<file path="src/rtl/tdc_spill_stream_unpacker_defines.svh">
// Assertion macros for the TDC spill stream unpacker.
`ifndef TDC_SPILL_STREAM_UNPACKER_DEFINES_SVH
`define TDC_SPILL_STREAM_UNPACKER_DEFINES_SVH

`ifndef SYNTHESIS
// same-cycle implication
`define TDCSU_ASSERT_IMP(lbl, ck, rstn, ante, cons) \
	lbl: assert property (@(posedge ck) disable iff (!(rstn)) (ante) |-> (cons)) \
		else $error("tdcsu check failed");
// next-cycle implication
`define TDCSU_ASSERT_NXT(lbl, ck, rstn, ante, cons) \
	lbl: assert property (@(posedge ck) disable iff (!(rstn)) (ante) |=> (cons)) \
		else $error("tdcsu check failed");
`else
`define TDCSU_ASSERT_IMP(lbl, ck, rstn, ante, cons)
`define TDCSU_ASSERT_NXT(lbl, ck, rstn, ante, cons)
`endif

`endif

</file>
<file path="src/rtl/tdcsu_pkg.sv">
// Types and constants shared by the TDC spill stream unpacker modules.
`default_nettype none
package tdcsu_pkg;

	typedef enum logic [2:0] {
		ST_IDLE,
		ST_CTRL,
		ST_TDCH,
		ST_EVH,
		ST_DATA
	} parse_state_t;

	// section tags on results
	localparam logic [1:0] SECT_CTRL = 2'd0;
	localparam logic [1:0] SECT_TDCH = 2'd1;
	localparam logic [1:0] SECT_EVH  = 2'd2;
	localparam logic [1:0] SECT_DATA = 2'd3;

	// field codes, controller header
	localparam logic [3:0] FC_WORD_COUNT   = 4'd0;
	localparam logic [3:0] FC_SPILL_COUNT  = 4'd1;
	localparam logic [3:0] FC_YEAR         = 4'd2;
	localparam logic [3:0] FC_CTRL_TRIGS   = 4'd8;
	localparam logic [3:0] FC_TDC_STATUS   = 4'd9;
	localparam logic [3:0] FC_LINK_STATUS  = 4'd10;
	// TDC header
	localparam logic [3:0] FC_TDC_NUMBER   = 4'd1;
	localparam logic [3:0] FC_TDC_TRIGS    = 4'd2;
	localparam logic [3:0] FC_TDC_STAT     = 4'd3;
	// event header
	localparam logic [3:0] FC_EV_TDC       = 4'd1;
	localparam logic [3:0] FC_EV_STATUS    = 4'd2;
	localparam logic [3:0] FC_EV_TRIG_NUM  = 4'd3;
	localparam logic [3:0] FC_EV_TRIG_TYPE = 4'd4;
	localparam logic [3:0] FC_EV_CTRL_TS   = 4'd5;
	localparam logic [3:0] FC_EV_TDC_TS    = 4'd6;
	// event data
	localparam logic [3:0] FC_DATA         = 4'd0;

	localparam logic [15:0] EVH_WORDS = 16'd9;

	// config register indexes
	localparam logic REG_TDC_COUNT = 1'b0;
	localparam logic [4:0] TDC_COUNT_RST = 5'd16;

	// front-to-back queue
	localparam int QDEPTH = 4;
	localparam int QPTR_W = 2;
	localparam int QCNT_W = 3;

	// one queued word: one result, or two when packed (high byte, then low byte)
	typedef struct packed {
		logic        packed_pair;
		logic [1:0]  sect;
		logic [3:0]  code;
		logic [31:0] value;
		logic [3:0]  slot;
		logic [31:0] trig;
		logic        done;
	} res_entry_t;

	typedef struct packed {
		logic              empty;
		logic              full;
		logic [QCNT_W-1:0] count;
	} q_status_t;

endpackage
`default_nettype wire

</file>
<file path="src/rtl/tdcsu_front.sv">
// Spill word parser: tracks section and counters, queues the results of each word.
`default_nettype none
module tdcsu_front import tdcsu_pkg::*; #(
	parameter int MAX_TDCS = 16
) (
	input  wire logic        clk,
	input  wire logic        arst_n,
	input  wire logic        in_valid,
	input  wire logic        in_ready,
	input  wire logic [15:0] in_word,
	input  wire logic        in_start,
	input  wire logic [4:0]  tdc_count,
	output      logic        push,
	output      res_entry_t  entry
);

	localparam int CAP = (MAX_TDCS > 31) ? 31 : MAX_TDCS;
	localparam logic [4:0] CAP5 = 5'(CAP);

	parse_state_t state_q, st_e, st_n;
	logic [3:0]  wp_q, wp_e, wp_n;
	logic [15:0] hh_q, hh_e, hh_n;
	logic [4:0]  pos_q, pos_e, pos_n;
	logic [31:0] trig_q, trig_e, trig_n;
	logic [31:0] ttot_q, ttot_e, ttot_n;
	logic [15:0] etot_q, etot_e, etot_n;
	logic [15:0] eseen_q, eseen_e, eseen_n;

	logic        accept;
	logic [4:0]  use_n;
	logic        last_tdc, last_trig, ev_end, has_res;
	logic [15:0] eseen_inc;
	logic [31:0] joined;

	assign accept = in_valid & in_ready;

	// a spill start word restarts from a cleared state
	assign st_e    = in_start ? ST_CTRL : state_q;
	assign wp_e    = in_start ? 4'd0 : wp_q;
	assign hh_e    = in_start ? 16'd0 : hh_q;
	assign pos_e   = in_start ? 5'd0 : pos_q;
	assign trig_e  = in_start ? 32'd0 : trig_q;
	assign ttot_e  = in_start ? 32'd0 : ttot_q;
	assign etot_e  = in_start ? 16'd0 : etot_q;
	assign eseen_e = in_start ? 16'd0 : eseen_q;

	assign joined    = {hh_e, in_word};
	assign use_n     = (tdc_count > CAP5) ? CAP5 : tdc_count;
	assign last_tdc  = ({1'b0, pos_e} + 6'd1) >= {1'b0, use_n};
	assign last_trig = (({1'b0, trig_e} + 33'd1) >= {1'b0, ttot_e}) || (ttot_e == 32'd0);
	assign eseen_inc = eseen_e + 16'd1;

	// next state
	always_comb begin
		st_n    = st_e;
		wp_n    = wp_e;
		hh_n    = hh_e;
		pos_n   = pos_e;
		trig_n  = trig_e;
		ttot_n  = ttot_e;
		etot_n  = etot_e;
		eseen_n = eseen_e;
		ev_end  = 1'b0;
		case (st_e)
			ST_CTRL: begin
				if (wp_e == 4'd0 || wp_e == 4'd6) hh_n = in_word;
				if (wp_e == 4'd7) ttot_n = joined;
				if (wp_e >= 4'd9) begin
					wp_n  = 4'd0;
					pos_n = 5'd0;
					st_n  = (use_n == 5'd0) ? ST_IDLE : ST_TDCH;
				end else begin
					wp_n = wp_e + 4'd1;
				end
			end
			ST_TDCH: begin
				if (wp_e == 4'd0 || wp_e == 4'd3) hh_n = in_word;
				if (wp_e >= 4'd5) begin
					wp_n = 4'd0;
					if (last_tdc) begin
						pos_n = 5'd0;
						if (ttot_e == 32'd0) begin
							st_n = ST_IDLE;
						end else begin
							st_n   = ST_EVH;
							trig_n = 32'd0;
						end
					end else begin
						pos_n = pos_e + 5'd1;
					end
				end else begin
					wp_n = wp_e + 4'd1;
				end
			end
			ST_EVH: begin
				if (wp_e == 4'd0) etot_n = in_word;
				if (wp_e == 4'd3 || wp_e == 4'd7) hh_n = in_word;
				if (wp_e >= 4'd8) begin
					eseen_n = EVH_WORDS;
					if (EVH_WORDS < etot_e) begin
						st_n = ST_DATA;
						wp_n = 4'd0;
					end else begin
						ev_end = 1'b1;
					end
				end else begin
					wp_n = wp_e + 4'd1;
				end
			end
			ST_DATA: begin
				eseen_n = eseen_inc;
				if (eseen_inc >= etot_e) ev_end = 1'b1;
			end
			default: begin
			end
		endcase
		// event finished: next TDC, next trigger, or end of spill
		if (ev_end) begin
			wp_n = 4'd0;
			st_n = ST_EVH;
			if (last_tdc) begin
				pos_n = 5'd0;
				if (last_trig) st_n = ST_IDLE;
				else trig_n = trig_e + 32'd1;
			end else begin
				pos_n = pos_e + 5'd1;
			end
		end
	end

	// queued result
	always_comb begin
		has_res           = 1'b0;
		entry.packed_pair = 1'b0;
		entry.sect        = SECT_CTRL;
		entry.code        = FC_WORD_COUNT;
		entry.value       = {16'd0, in_word};
		entry.slot        = pos_e[3:0];
		entry.trig        = trig_e;
		entry.done        = 1'b0;
		case (st_e)
			ST_CTRL: begin
				entry.sect = SECT_CTRL;
				entry.done = (wp_e >= 4'd9) && (use_n == 5'd0);
				case (wp_e)
					4'd0, 4'd6: has_res = 1'b0;
					4'd1: begin
						has_res     = 1'b1;
						entry.code  = FC_WORD_COUNT;
						entry.value = joined;
					end
					4'd2: begin
						has_res    = 1'b1;
						entry.code = FC_SPILL_COUNT;
					end
					4'd3, 4'd4, 4'd5: begin
						// date/time byte pairs
						has_res           = 1'b1;
						entry.packed_pair = 1'b1;
						entry.code        = FC_YEAR + ((wp_e - 4'd3) << 1);
					end
					4'd7: begin
						has_res     = 1'b1;
						entry.code  = FC_CTRL_TRIGS;
						entry.value = joined;
					end
					4'd8: begin
						has_res    = 1'b1;
						entry.code = FC_TDC_STATUS;
					end
					default: begin
						has_res    = 1'b1;
						entry.code = FC_LINK_STATUS;
					end
				endcase
			end
			ST_TDCH: begin
				entry.sect = SECT_TDCH;
				entry.done = (wp_e >= 4'd5) && last_tdc && (ttot_e == 32'd0);
				case (wp_e)
					4'd0, 4'd3: has_res = 1'b0;
					4'd1: begin
						has_res     = 1'b1;
						entry.code  = FC_WORD_COUNT;
						entry.value = joined;
					end
					4'd2: begin
						has_res    = 1'b1;
						entry.code = FC_TDC_NUMBER;
					end
					4'd4: begin
						has_res     = 1'b1;
						entry.code  = FC_TDC_TRIGS;
						entry.value = joined;
					end
					default: begin
						has_res    = 1'b1;
						entry.code = FC_TDC_STAT;
					end
				endcase
			end
			ST_EVH: begin
				entry.sect = SECT_EVH;
				entry.done = ev_end && last_tdc && last_trig;
				case (wp_e)
					4'd0: begin
						has_res    = 1'b1;
						entry.code = FC_WORD_COUNT;
					end
					4'd1: begin
						has_res    = 1'b1;
						entry.code = FC_EV_TDC;
					end
					4'd2: begin
						has_res    = 1'b1;
						entry.code = FC_EV_STATUS;
					end
					4'd3, 4'd7: has_res = 1'b0;
					4'd4: begin
						has_res     = 1'b1;
						entry.code  = FC_EV_TRIG_NUM;
						entry.value = joined;
					end
					4'd5: begin
						has_res    = 1'b1;
						entry.code = FC_EV_TRIG_TYPE;
					end
					4'd6: begin
						has_res    = 1'b1;
						entry.code = FC_EV_CTRL_TS;
					end
					default: begin
						has_res     = 1'b1;
						entry.code  = FC_EV_TDC_TS;
						entry.value = joined;
					end
				endcase
			end
			ST_DATA: begin
				has_res    = 1'b1;
				entry.sect = SECT_DATA;
				entry.code = FC_DATA;
				entry.done = ev_end && last_tdc && last_trig;
			end
			default: has_res = 1'b0;
		endcase
	end

	assign push = accept & has_res;

	always_ff @(posedge clk or negedge arst_n) begin
		if (!arst_n) begin
			state_q <= ST_IDLE;
			wp_q    <= 4'd0;
			hh_q    <= 16'd0;
			pos_q   <= 5'd0;
			trig_q  <= 32'd0;
			ttot_q  <= 32'd0;
			etot_q  <= 16'd0;
			eseen_q <= 16'd0;
		end else if (accept) begin
			state_q <= st_n;
			wp_q    <= wp_n;
			hh_q    <= hh_n;
			pos_q   <= pos_n;
			trig_q  <= trig_n;
			ttot_q  <= ttot_n;
			etot_q  <= etot_n;
			eseen_q <= eseen_n;
		end
	end

endmodule
`default_nettype wire

</file>
<file path="src/rtl/tdcsu_queue.sv">
// Short FIFO of parsed words between the parser and the output stage.
`default_nettype none
module tdcsu_queue import tdcsu_pkg::*; (
	input  wire logic       clk,
	input  wire logic       arst_n,
	input  wire logic       push,
	input  wire res_entry_t push_data,
	input  wire logic       pop,
	output      res_entry_t head,
	output      q_status_t  status
);

	res_entry_t        mem_q [QDEPTH];
	logic [QPTR_W-1:0] wptr_q, rptr_q;
	logic [QCNT_W-1:0] count_q;

	assign status.count = count_q;
	assign status.empty = (count_q == QCNT_W'(0));
	assign status.full  = (count_q == QCNT_W'(QDEPTH));
	assign head         = mem_q[rptr_q];

	always_ff @(posedge clk) begin
		if (push) mem_q[wptr_q] <= push_data;
	end

	always_ff @(posedge clk or negedge arst_n) begin
		if (!arst_n) begin
			wptr_q  <= '0;
			rptr_q  <= '0;
			count_q <= '0;
		end else begin
			if (push) wptr_q <= wptr_q + QPTR_W'(1);
			if (pop) rptr_q <= rptr_q + QPTR_W'(1);
			case ({push, pop})
				2'b10:   count_q <= count_q + QCNT_W'(1);
				2'b01:   count_q <= count_q - QCNT_W'(1);
				default: count_q <= count_q;
			endcase
		end
	end

endmodule
`default_nettype wire

</file>
<file path="src/rtl/tdcsu_back.sv">
// Output stage: splits packed byte pairs and holds the result register.
`default_nettype none
module tdcsu_back import tdcsu_pkg::*; (
	input  wire logic        clk,
	input  wire logic        arst_n,
	input  wire res_entry_t  head,
	input  wire logic        q_empty,
	output      logic        pop,
	output      logic        split_busy,
	output      logic        out_valid,
	input  wire logic        out_ready,
	output      logic [1:0]  out_sect,
	output      logic [3:0]  out_code,
	output      logic [31:0] out_value,
	output      logic [3:0]  out_slot,
	output      logic [31:0] out_trig,
	output      logic        out_last,
	output      logic        out_done
);

	logic        valid_q, split_q, load;
	logic [1:0]  sect_q;
	logic [3:0]  code_q, slot_q;
	logic [31:0] value_q, trig_q;
	logic        last_q, done_q;

	assign load = (!valid_q || out_ready) && !q_empty;
	// a byte pair leaves the queue with its second result
	assign pop  = load && (!head.packed_pair || split_q);

	always_ff @(posedge clk or negedge arst_n) begin
		if (!arst_n) begin
			valid_q <= 1'b0;
			split_q <= 1'b0;
		end else begin
			if (load) valid_q <= 1'b1;
			else if (out_ready) valid_q <= 1'b0;
			if (load && head.packed_pair) split_q <= !split_q;
		end
	end

	always_ff @(posedge clk) begin
		if (load) begin
			sect_q <= head.sect;
			slot_q <= head.slot;
			trig_q <= head.trig;
			if (head.packed_pair && !split_q) begin
				code_q  <= head.code;
				value_q <= {24'd0, head.value[15:8]};
				last_q  <= 1'b0;
				done_q  <= 1'b0;
			end else if (head.packed_pair) begin
				code_q  <= head.code + 4'd1;
				value_q <= {24'd0, head.value[7:0]};
				last_q  <= 1'b1;
				done_q  <= head.done;
			end else begin
				code_q  <= head.code;
				value_q <= head.value;
				last_q  <= 1'b1;
				done_q  <= head.done;
			end
		end
	end

	assign split_busy = split_q;
	assign out_valid  = valid_q;
	assign out_sect   = sect_q;
	assign out_code   = code_q;
	assign out_value  = value_q;
	assign out_slot   = slot_q;
	assign out_trig   = trig_q;
	assign out_last   = last_q;
	assign out_done   = done_q;

endmodule
`default_nettype wire

</file>
<file path="src/rtl/tdc_spill_stream_unpacker.sv">
// Top level of the TDC spill stream unpacker: config register, parser, queue, output stage.
`default_nettype none
`include "tdc_spill_stream_unpacker_defines.svh"
// Unpacks a wire-chamber TDC spill arriving as 16-bit big-endian words on the
// input stream (tuser marks the first word of a spill and restarts parsing).
// Every completed field leaves as one output transfer tagged with section,
// field code, TDC slot and trigger index; tlast marks the last result of an
// input word and tuser[2] marks the result that completes the spill. Words
// outside a spill are dropped. The parser takes one word per clock; words
// that yield a result go into a four-entry queue, and the output register
// drains one result per clock while m_axis_tready is high. The three packed
// date/time words of the controller header give two results each and leave
// the queue only with the second; all other words sustain one per cycle.
// Input ready drops only when the queue is full. tdc_count (register 0,
// bits 4:0, reset 16) is clamped to MAX_TDCS and must be written over APB
// only while the block is idle; the block itself does not enforce this.
module tdc_spill_stream_unpacker import tdcsu_pkg::*; #(
	parameter int MAX_TDCS = 16
) (
	input  wire logic        clk,
	input  wire logic        arst_n,
	// APB config
	input  wire logic        psel,
	input  wire logic        penable,
	input  wire logic        pwrite,
	input  wire logic [2:0]  paddr,
	input  wire logic [31:0] pwdata,
	output      logic [31:0] prdata,
	output      logic        pready,
	// input words
	input  wire logic        s_axis_tvalid,
	output      logic        s_axis_tready,
	input  wire logic [15:0] s_axis_tdata,   // [15:0] word
	input  wire logic        s_axis_tuser,   // [0] spill_start
	// results
	output      logic        m_axis_tvalid,
	input  wire logic        m_axis_tready,
	output      logic [71:0] m_axis_tdata,   // [3:0] field_code, [35:4] value,
	                                         // [39:36] tdc_slot, [71:40] trigger_index
	output      logic        m_axis_tlast,   // last_of_run
	output      logic [2:0]  m_axis_tuser    // [1:0] section, [2] spill_done
);

	logic [4:0]  tdc_count_q;
	logic        cfg_wr;
	logic        push, pop, split_busy;
	res_entry_t  push_data, head;
	q_status_t   q_stat;
	logic [1:0]  out_sect;
	logic [3:0]  out_code, out_slot;
	logic [31:0] out_value, out_trig;
	logic        out_last, out_done;

	// config register
	assign pready = 1'b1;
	assign cfg_wr = psel & penable & pwrite & pready;

	always_ff @(posedge clk or negedge arst_n) begin
		if (!arst_n) begin
			tdc_count_q <= TDC_COUNT_RST;
		end else if (cfg_wr && paddr[2] == REG_TDC_COUNT) begin
			tdc_count_q <= pwdata[4:0];
		end
	end

	assign prdata = (paddr[2] == REG_TDC_COUNT) ? {27'd0, tdc_count_q} : 32'd0;

	// parser takes a word whenever the queue has room
	assign s_axis_tready = !q_stat.full;

	tdcsu_front #(
		.MAX_TDCS(MAX_TDCS)
	) u_front (
		.clk      (clk),
		.arst_n   (arst_n),
		.in_valid (s_axis_tvalid),
		.in_ready (s_axis_tready),
		.in_word  (s_axis_tdata),
		.in_start (s_axis_tuser),
		.tdc_count(tdc_count_q),
		.push     (push),
		.entry    (push_data)
	);

	tdcsu_queue u_queue (
		.clk      (clk),
		.arst_n   (arst_n),
		.push     (push),
		.push_data(push_data),
		.pop      (pop),
		.head     (head),
		.status   (q_stat)
	);

	tdcsu_back u_back (
		.clk       (clk),
		.arst_n    (arst_n),
		.head      (head),
		.q_empty   (q_stat.empty),
		.pop       (pop),
		.split_busy(split_busy),
		.out_valid (m_axis_tvalid),
		.out_ready (m_axis_tready),
		.out_sect  (out_sect),
		.out_code  (out_code),
		.out_value (out_value),
		.out_slot  (out_slot),
		.out_trig  (out_trig),
		.out_last  (out_last),
		.out_done  (out_done)
	);

	assign m_axis_tdata = {out_trig, out_slot, out_value, out_code};
	assign m_axis_tlast = out_last;
	assign m_axis_tuser = {out_done, out_sect};

	// queue never overfills
	`TDCSU_ASSERT_IMP(a_q_bound, clk, arst_n, 1'b1, q_stat.count <= QCNT_W'(QDEPTH))
	// spill end is always on the final result of its word
	`TDCSU_ASSERT_IMP(a_done_last, clk, arst_n, m_axis_tvalid && m_axis_tuser[2], m_axis_tlast)
	// mid-pair: first byte of a controller date/time word is on the output
	`TDCSU_ASSERT_IMP(a_split_ctrl, clk, arst_n, split_busy,
		m_axis_tvalid && !m_axis_tlast && m_axis_tuser[1:0] == SECT_CTRL)
	// a second byte is queued behind a pending first byte
	`TDCSU_ASSERT_IMP(a_split_queued, clk, arst_n, split_busy,
		!q_stat.empty && head.packed_pair)

endmodule
`default_nettype wire
</file>
<file path="config.mk">
export PLATFORM = sky130hd
export DESIGN_NAME = tdc_spill_stream_unpacker
export DESIGN_NICKNAME = d
export VERILOG_FILES = /design/src/rtl/tdcsu_pkg.sv /design/src/rtl/tdcsu_front.sv /design/src/rtl/tdcsu_queue.sv /design/src/rtl/tdcsu_back.sv /design/src/rtl/tdc_spill_stream_unpacker.sv
export VERILOG_INCLUDE_DIRS = /design/src /design/src/rtl
export SDC_FILE = /design/constraint.sdc
export NUM_CORES = 1
export LEC_CHECK = 0
export BUFFER_PORTS_ARGS = -buffer_cell sky130_fd_sc_hd__buf_2
export CAP_MARGIN = 20
export CORE_AREA = 2 2 258 260
export DETAILED_ROUTE_END_ITERATION = 8
export DIE_AREA = 0 0 260 262
export PLACE_DENSITY = 0.58
export SYNTH_ARGS = -nofsm -noshare
export SYNTH_HDL_FRONTEND = slang
export SYNTH_SLANG_ARGS = --single-unit
</file>
<file path="constraint.sdc">
create_clock -name clk -period 8.8 [get_ports clk]
set_clock_uncertainty 0.2 [all_clocks]
set_input_delay 1.76 -clock clk [delete_from_list [all_inputs] [get_ports clk]]
set_output_delay 1.76 -clock clk [all_outputs]
set_load 0.02 [all_outputs]
</file>
==> results of run 1 <==
-- kinds of logic (layout without fill, tap and decap cells) --
family                     Yosys count  in the layout  synth area share (%)
AOI/OAI and AO/OA                  311            311                  9.48
xor gates and xnor gates            48             48                  1.81
adders and majority gates           68             68                  3.69
buffers and inverters              142            267                  3.02
DFF                                518            518                  63.9
muxes                               91             91                  8.09
other                                2             30                0.0323
and+or+nand+nor                    439            439                  9.93
-- area by class of cell --
| class | instances | area share [%] |
|---|---|---|
| Inverter | 38 | 0.540 |
| Clock inverter | 37 | 1.43 |
| Sequential cell | 518 | 56.3 |
| Multi-Input combinational cell | 985 | 29.5 |
| Clock buffer | 62 | 5.34 |
| Antenna cell | 2 | 0.0189 |
| Tap cell | 864 | 4.09 |
| Timing Repair Buffer | 130 | 2.74 |
-- metrics by stage --
step | utilization (%) | area [µm²] | std cells | power, mW | hold WS [ps]
floorplan | - | 23300 | 1645 | 4.88 | 243
global placement | 37.7 | 24600 | 2533 | 5.49 | 260
detailed placement | 37.7 | 24600 | 2534 | 5.53 | 271
CTS | 40.4 | 26400 | 2633 | 7.83 | 281
global route | 40.5 | 26400 | 2634 | 8.11 | 296
finish | 40.5 | 26400 | 2636 | 7.72 | 280
-- per-layer routing --
layer  GRT usage [%]  vias to the layer above  routed length (µm)
met1            20.5                     7036               22700
met4            5.65                        2                1780
met3            2.69                       97                2720
met5               0                        -                   7
met2            26.9                      357               26700
li1                -                     6358                   -
-- flip-flops by register name, summed over array words and instances (netlist names), 5 cells and up --
signal	flops
tdc_count_q	5
u_front.ttot_q	32
u_front.pos_q	5
u_front.eseen_q	16
u_front.trig_q	32
u_back.out_trig	32
u_queue.mem_q	304
u_front.etot_q	16
u_back.out_value	32
u_front.hh_q	16
-- cells in the final DEF (no fill, tap or decap), types with 36 or more instances in the layout --
cell type    n
nand3_1     40
o21ai_0     58
ha_1        67
clkbuf_16   54
nor2_1      60
a22o_1      82
mux4_2      76
nand2_1    147
buf_2      110
inv_1       36
a21oi_1     46
edfxtp_1   380
dfrtp_1    135
nor2b_1     64
-- path summary, 6_finish.rpt --
check                                     end  slack, ps  cells past startpoint
min reg2reg                   u_front.wp_q[0]        280                      1
max reg2reg                u_front.trig_q[17]       3040                     17
min in group asynchronous   u_front.etot_q[9]        980                      1
max in group asynchronous   u_queue.rptr_q[1]       6080                      2
min                           u_front.wp_q[0]        280                      1
max                        u_front.trig_q[17]       1920                     18
-- power groups by stage --
| stage | clock network, mW | registers [mW] | logic [mW] |
|---|---|---|---|
| after floorplan | 0 | 3.64 | 1.24 |
| after global placement | 0 | 3.53 | 1.96 |
| after detailed placement | 0 | 3.54 | 1.99 |
| after CTS | 2.35 | 3.49 | 1.99 |
| after global routing | 2.45 | 3.54 | 2.13 |
| final | 2.30 | 3.48 | 1.95 |
-- cell usage after synthesis (28+ instances only) --
cell,number
o21ai_0,58
clkbuf_1,41
nor2_1,61
nand2_1,147
a21oi_1,47
nand3_1,40
nor2b_1,64
xnor2_1,28
ha_1,67
inv_1,36
mux4_2,76
dfrtp_1,137
buf_4,31
edfxtp_1,380
a22o_1,82
==> results.sh, run 1 <==
export IMPL_wl_per_cell_um=20.5
export IMPL_p_comb_share_pct=25.2
export IMPL_cts_setup_buffers=0
export IMPL_yosysUniqueCellTypes=86
export IMPL_cp_slowest_cell="nor2b_1"
export IMPL_fill_cells=6014
export IMPL_ir_drop_v=0.000188
export IMPL_status="finished, final reports clean"
export IMPL_pin_count=170
export IMPL_ys_seq_area_share_pct=63.9
export IMPL_final_layout_size_suffix_gt1_share_pct=19.6
export IMPL_clockPowerShare_pct=29.8
export IMPL_fin_setup_tns_ps=0
export IMPL_die_w_um=260
export IMPL_synth_area_leaders="edfxtp_1 (49%), dfrtp_1 (15%), mux4_2 (7.4%)"
export IMPL_clockRootBuffer="clkbuf_16"
export IMPL_start_util_pct=35.6
export IMPL_dp_slack_ps=1360
export IMPL_synth_area_per_cell_um2=14.4
export IMPL_cap_violations=0
export IMPL_synth_top_cell_area_share_pct=49.1
export IMPL_critPathLaunch="s_axis_tuser"
export IMPL_numClockSinks=518
export IMPL_ant_nets=0
export IMPL_cts_made_buffers=53
export IMPL_hold_viol=0
export IMPL_grt_max_degree=88
export IMPL_critPathMostFrequentCell="a21oi_1"
export IMPL_cp_arrival_ps=7160
export IMPL_max_freq_mhz=145
export IMPL_final_max_slew_viol_count=0
export IMPL_rsz0062_at_grt="no"
export IMPL_setup_viol=0
export IMPL_track_usage_pct=15.9
export IMPL_seq_power_share_pct=45.0
export IMPL_clk_latency_ps=610
export IMPL_grt_overflow_total=0
export IMPL_criticalPathCategory="input pin to flip-flop"
export IMPL_rows=94
export IMPL_p_switching_mw=2.38
export IMPL_synth_top_area_cell="edfxtp_1"
export IMPL_dp_hpwl_mm=34.8
export IMPL_reg2reg_from="u_front.trig_q[0]"
export IMPL_synthFlopType="edfxtp_1"
export IMPL_fp_dieH_um=262
export IMPL_crit_fanout=50
export IMPL_grt_pass1_vias=14100
export IMPL_min_period_ps=6880
export IMPL_slew_headroom_pct=28.0
export IMPL_async_flop_share_pct=26.6
export IMPL_dr_pass1_iters=5
export IMPL_post_route_period_util_pct=78.1
export IMPL_port_buffers=112
export IMPL_drc_errors=0
export IMPL_power_density_nw_per_um2=292
export IMPL_power_share_switching_pct=30.9
export IMPL_yosys_warnings=0
export IMPL_critPathTopFamily="simple AND/OR/NAND/NOR gates"
export IMPL_htree_levels=2
export IMPL_hold_class="flip-flop to flip-flop"
export IMPL_cts_hold_buf=0
export IMPL_slowest_delay_ps=650
export IMPL_critPathCaptureType="flip-flop"
export IMPL_multiInputGateArea_um2=7800
export IMPL_timing_final_ws_setup_ps=1920
export IMPL_crit_path_start_kind="input pin"
export IMPL_clockBufferDepth=3
export IMPL_initialDrtViolationCount=1206
export IMPL_min_from="u_front.wp_q[0]"
export IMPL_dieArea_um2=68100
export IMPL_totalWireLength_mm=53.9
export IMPL_tightestPinTransition_ps=1070
export IMPL_gp_congestion=0.856
export IMPL_worstPathRequired_ps=9080
export IMPL_nets=1853
export IMPL_synth_enable_flop_cells=380
export IMPL_grt_first_pass_wirelength_mm=82.9
export IMPL_power_leakage_nw=9.95
export IMPL_p_int_mw=5.34
export IMPL_register_area_um2=14900
export IMPL_num_vias=13900
export IMPL_cts_tree="built"
export IMPL_synth_seq_cells=518
export IMPL_clk_pin_slew_ps=70
export IMPL_cts_resized=0
export IMPL_netlist_instances=1619
export IMPL_areaGrowthSynthToFinish_pct=13.6
export IMPL_viasPerCell=5.25
export IMPL_grt_antenna_before_repair=1
export IMPL_fp_coreArea_um2=65300
export IMPL_crit_path_cell_trace="buf_4 > nor2b_1 > ha_1 > nand4_1 > nor3_2 > nand3_2 > or2_1 > or3_1 > a21oi_1 > ha_1 > a21oi_1 > o221ai_1 > a21oi_1 > o22a_1 > or3b_1 > o21ai_4 > o21ai_4 > a22o_1"
export IMPL_path_buf_inv=1
export IMPL_netlist_area_um2=23200
Note: power is estimated with default switching activity, not from simulation.
==> inputs of run 2 (changes only) <==
==> constraint.sdc (replaced) <==
create_clock -name clk -period 6.7 [get_ports clk]
set_clock_uncertainty 0.2 [all_clocks]
set_input_delay 1.34 -clock clk [delete_from_list [all_inputs] [get_ports clk]]
set_output_delay 1.34 -clock clk [all_outputs]
set_load 0.02 [all_outputs]
==> run 2 against run 1 <==
Against the previous run:
- sequential share of layout area fell by 0.14 points
- hold slack about the same
- global-route usage is 0.075 points higher
- sequential power rose by 32%
- critical path type unchanged
- critical endpoint is now u_front.trig_q[9]
- final cell count up 0.72%
- final area rose by 0.26%
- wire length is 0.48% higher
==> results.sh, run 2 (synthesized netlist as in run 1, its figures left out) <==
export IMPL_clk_latency_ps=610
export IMPL_worstReg2RegEnd="u_front.trig_q[9]"
export IMPL_port_buffers=112
export IMPL_ir_drop_v=0.000234
export IMPL_initialDrtViolationCount=1337
export IMPL_status="finished, final reports clean"
export IMPL_fp_dieH_um=262
export IMPL_clockBufferDepth=3
export IMPL_start_util_pct=35.6
export IMPL_cts_made_buffers=54
export IMPL_hold_class="flip-flop to flip-flop"
export IMPL_regMostFlops="u_queue.mem_q"
export IMPL_rows=94
export IMPL_clockRootBuffer="clkbuf_16"
export IMPL_diodes=0
export IMPL_layout_commonest_cell="edfxtp_1"
export IMPL_multiInputGateArea_um2=7800
export IMPL_numClockSinks=518
export IMPL_min_from="u_front.wp_q[0]"
export IMPL_whs_endpoint="u_front.wp_q[0]"
export IMPL_max_freq_mhz=177
export IMPL_cts_setup_buffers=0
export IMPL_post_route_period_util_pct=84.4
export IMPL_totalWireLength_mm=54.2
export IMPL_setup_viol=0
export IMPL_min_period_ps=5660
export IMPL_hold_depth=1
export IMPL_htree_levels=2
export IMPL_dr_pass1_iters=6
export IMPL_pin_count=170
export IMPL_grt_antenna_before_repair=1
export IMPL_worstPathRequired_ps=6980
export IMPL_criticalPathCategory="input pin to flip-flop"
export IMPL_final_layout_size_suffix_gt1_share_pct=20.1
export IMPL_largest_register_ffs=304
export IMPL_fin_setup_tns_ps=0
export IMPL_fin_util_pct=40.6
export IMPL_clk_pin_slew_ps=60
export IMPL_num_vias=14000
export IMPL_dp_hpwl_mm=36.0
export IMPL_reg2regPathDepth=17
export IMPL_cap_violations=0
export IMPL_dieArea_um2=68100
export IMPL_power_leakage_nw=9.99
export IMPL_wl_per_cell_um=20.4
export IMPL_ant_nets=0
export IMPL_grt_overflow_total=0
export IMPL_critPathCaptureType="flip-flop"
export IMPL_slew_headroom_pct=39.0
export IMPL_rsz0062_at_grt="no"
export IMPL_power_density_nw_per_um2=376
export IMPL_grt_pass1_vias=14300
export IMPL_cp_arrival_ps=5940
export IMPL_register_area_um2=14900
export IMPL_track_usage_pct=15.9
export IMPL_drc_errors=0
export IMPL_final_max_slew_viol_count=0
export IMPL_cts_hold_buf=0
export IMPL_nets=1873
export IMPL_crit_fanout=25
export IMPL_fill_cells=6007
export IMPL_viasPerCell=5.26
export IMPL_areaGrowthSynthToFinish_pct=13.9
export IMPL_cts_resized=0
export IMPL_cts_tree="built"
export IMPL_tightestPinTransition_ps=912
export IMPL_rrSetupSlack_ps=1620
export IMPL_grt_first_pass_wirelength_mm=83.2
export IMPL_hold_viol=0
export IMPL_reg2reg_from="u_front.trig_q[0]"
export IMPL_die_w_um=260
export IMPL_final_cell_mix="edfxtp_1 (380), nand2_1 (147), dfrtp_1 (135)"
export IMPL_gp_congestion=0.856
export IMPL_crit_path_start_kind="input pin"
export IMPL_fp_coreArea_um2=65300
export IMPL_grt_max_degree=88
-- run 2: cell count changes in the layout (fill, tap and decap cells not counted), sizes merged --
| cell | delta |
|---|---|
| inv | -1 |
| diode | -2 |
| bufinv | -6 |
| clkinvlp | -1 |
| buf | +19 |
| clkbuf | +15 |
| clkinv | -5 |
-- run 2: critical path, cell delays in order --
cell and delay (ps):
buf_4 210, nor2b_1 200, ha_1 280, nand4_1 170
nor3_2 280, nand3_2 180, or2_1 300, or3_1 360
a21oi_1 300, ha_1 220, nand3_1 110, nor3_1 360
nand4_1 170, o22a_1 190, or3b_1 410, or2_1 440
o21ai_1 100, a221o_1 300
-- run 2: worst max path at each step --
stage | from | to | cells after the start
after global routing | s_axis_tuser | u_front.trig_q[29] | 19
final | s_axis_tuser | u_front.trig_q[9] | 18
after CTS | s_axis_tuser | u_front.trig_q[6] | 18
after detailed placement | s_axis_tuser | u_front.trig_q[5] | 19
after global placement | s_axis_tuser | u_front.trig_q[6] | 18
after floorplan | s_axis_tuser | u_front.trig_q[18] | 24
-- run 2: routing by layer --
layer / vias up / routed length, µm / global-route usage [%]
met3: 96 / 2450 / 2.61
met2: 342 / 26900 / 26.8
met5: - / 13 / 0
li1: 6396 / - / -
met1: 7120 / 23100 / 20.9
met4: 2 / 1780 / 5.73
-- run 2: cell type report --
class | instances | area share (%)
Tap cell | 864 | 4.08
Sequential cell | 518 | 56.2
Timing Repair Buffer | 149 | 3.43
Clock inverter | 24 | 0.751
Multi-Input combinational cell | 985 | 29.5
Inverter | 38 | 0.539
Clock buffer | 77 | 5.58
-- run 2: per-stage QoR --
step | setup WS (ps) | instance area [µm²] | total power, mW | cells | hold slack (ps)
2_1_floorplan | 516 | 23300 | 6.40 | 1645 | 243
3_3_place_gp | 503 | 24800 | 7.22 | 2553 | 258
3_5_place_dp | 469 | 24800 | 7.27 | 2553 | 270
4_1_cts | 1100 | 26500 | 10.1 | 2654 | 279
5_1_grt | 747 | 26500 | 10.5 | 2655 | 299
6_report | 1040 | 26500 | 9.96 | 2655 | 280
-- run 2: report_power, final --
group / total [mW] / internal, mW / switching [mW]
sequential: 4.58 / 4.21 / 0.376
clock: 2.81 / 1.58 / 1.23
combinational: 2.56 / 1.04 / 1.52
total: 9.96 / 6.83 / 3.13
==> inputs of run 3 (changes only) <==
--- a/config.mk
+++ b/config.mk
@@ -11,7 +11,7 @@
 export CORE_AREA = 2 2 258 260
 export DETAILED_ROUTE_END_ITERATION = 8
 export DIE_AREA = 0 0 260 262
-export PLACE_DENSITY = 0.58
+export PLACE_DENSITY = 0.6
 export SYNTH_ARGS = -nofsm -noshare
 export SYNTH_HDL_FRONTEND = slang
 export SYNTH_SLANG_ARGS = --single-unit
==> constraint.sdc (replaced) <==
create_clock -name clk -period 4.7 [get_ports clk]
set_clock_uncertainty 0.2 [all_clocks]
set_input_delay 0.94 -clock clk [delete_from_list [all_inputs] [get_ports clk]]
set_output_delay 0.94 -clock clk [all_outputs]
set_load 0.02 [all_outputs]
==> run 3 against run 2 <==
Against the previous run:
- sequential cell count stayed put
- non-clock buffer count increased by 167
- register-to-register slack worse by 1300 ps
- final area increased by 6.5%
- wire length rose by 7.4%
- largest cell class unchanged
- largest power group unchanged
==> results.sh, run 3 (synthesized netlist as in run 1, its figures left out) <==
export IMPL_port_buffers=112
export IMPL_critPathCaptureType="flip-flop"
export IMPL_final_cell_mix="edfxtp_1 (380), buf_4 (183), nand2_1 (145)"
export IMPL_num_vias=14600
export IMPL_start_util_pct=35.6
export IMPL_numClockSinks=518
export IMPL_crit_path_start_kind="input pin"
export IMPL_pin_count=170
export IMPL_grt_pass1_vias=14800
export IMPL_grt_overflow_total=0
export IMPL_largest_register_ffs=304
export IMPL_fp_coreArea_um2=65300
export IMPL_fin_util_pct=43.2
export IMPL_initialDrtViolationCount=1042
export IMPL_worstPathRequired_ps=5050
export IMPL_placed_area_um2=26200
export IMPL_gp_congestion=0.869
export IMPL_nets=2040
export IMPL_die_w_um=260
export IMPL_rrSetupSlack_ps=290
export IMPL_hold_viol=0
export IMPL_fin_area_um2=28200
export IMPL_ant_nets=0
export IMPL_max_freq_mhz=221
export IMPL_drc_errors=0
export IMPL_ir_drop_v=0.000411
export IMPL_min_period_ps=4520
export IMPL_fp_dieH_um=262
export IMPL_crit_fanout=17
export IMPL_dp_slack_ps=-664
export IMPL_place_inst=2708
export IMPL_final_max_slew_viol_count=0
export IMPL_clk_pin_slew_ps=60
export IMPL_layout_commonest_cell="edfxtp_1"
export IMPL_setup_viol=0
export IMPL_dr_pass1_iters=5
export IMPL_cts_tree="built"
export IMPL_reg2regPathDepth=20
export IMPL_wl_per_cell_um=20.6
export IMPL_viasPerCell=5.17
export IMPL_clockRootBuffer="clkbuf_16"
export IMPL_totalWireLength_mm=58.2
export IMPL_grt_max_degree=105
export IMPL_clockBufferDepth=3
export IMPL_worstReg2RegEnd="u_front.trig_q[10]"
export IMPL_criticalPathCategory="input pin to flip-flop"
export IMPL_hold_class="input pin to asynchronous set/reset pin"
export IMPL_cp_arrival_ps=4860
export IMPL_regMostFlops="u_queue.mem_q"
export IMPL_slew_headroom_pct=33.3
export IMPL_track_usage_pct=16.9
export IMPL_grt_antenna_before_repair=2
export IMPL_final_cells=2826
export IMPL_cap_violations=0
export IMPL_grt_first_pass_wirelength_mm=87.5
export IMPL_cts_made_buffers=54
export IMPL_timing_final_ws_setup_ps=185
export IMPL_register_area_um2=14900
export IMPL_dp_hpwl_mm=39.4
export IMPL_critPathLaunch="s_axis_tuser"
export IMPL_status="finished, final reports clean"
export IMPL_tightestPinTransition_ps=1000
export IMPL_power_leakage_nw=11.0
export IMPL_dieArea_um2=68100
export IMPL_htree_levels=2
export IMPL_cp_endpoint="u_front.trig_q[10]"
export IMPL_fill_cells=5900
export IMPL_rows=94
export IMPL_areaGrowthSynthToFinish_pct=21.3
export IMPL_reg2reg_from="u_front.trig_q[0]"
export IMPL_clk_latency_ps=620
export IMPL_multiInputGateArea_um2=7990
export IMPL_finalPower_mw=14.7
export IMPL_post_route_period_util_pct=96.1
export IMPL_final_layout_size_suffix_gt1_share_pct=29.2
export IMPL_power_density_nw_per_um2=523
-- run 3: worst max-delay path, stage by stage --
cell,delay [ps]
buf_4,190
nor2b_4,170
ha_4,150
nand4_1,130
nor3_2,210
nand3_2,110
or2_1,280
or3_1,330
a21oi_2,190
ha_1,280
a21oi_1,160
o221ai_1,140
a21oi_1,170
o22a_1,160
or3b_4,420
buf_4,170
nor3_4,140
buf_12,140
clkbuf_16,150
a22o_1,120
a21o_1,80
-- run 3: area by class of cell --
type                       count  share of cell area [%]
sequential                   518                    52.8
timing repair buffer         316                    8.37
antenna                        3                  0.0266
clock buffer                  65                    5.05
tap                          864                    3.83
inverter                      38                   0.506
clock inverter                37                    1.13
multi-input combinational    985                    28.3
-- run 3: worst min-delay path by stage --
stage / end / slack (ps) / start / depth (start not counted)
6_report: u_front.etot_q[9] / 260 / arst_n / 1
5_1_grt: u_back.out_valid / 330 / m_axis_tready / 2
4_1_cts: u_front.etot_q[14] / 280 / arst_n / 1
3_5_place_dp: u_front.wp_q[0] / 270 / u_front.wp_q[0] / 1
3_3_place_gp: u_front.wp_q[0] / 270 / u_front.wp_q[0] / 1
2_1_floorplan: u_front.wp_q[0] / 240 / u_front.wp_q[0] / 1
-- run 3: timing repair --
action | in CTS | in global routing
gates cloned | 0 | 2
gates resized for setup | 1 | 12
pin swaps | 0 | 12
hold buffers | 0 | 0
setup endpoints to repair | 11 | 32
buffers inserted | 0 | 10
-- run 3: metal layers --
metal	up-vias	part of all wire [%]	GRT usage, %	wire, µm
li1	6723	-	-	-
met1	7441	42	21.4	24300
met2	369	50	29.0	29200
met3	86	4.6	2.88	2690
met4	0	3.4	6.32	2010
met5	-	0	0	0
-- run 3: power by group --
group | total, mW | internal (mW) | switching, mW
Sequential | 6.40 | 6.00 | 0.400
Clock | 4.20 | 2.35 | 1.84
Combinational | 4.14 | 1.73 | 2.42
Total | 14.7 | 10.1 | 4.66
-- run 3: stage by stage --
| stage | setup TNS (ps) | hold slack (ps) |
|---|---|---|
| final | 0 | 260 |
| after global routing | -189 | 327 |
| after CTS | 0 | 280 |
| after detailed placement | -23120 | 274 |
| after global placement | -20770 | 269 |
| after floorplan | -20880 | 243 |
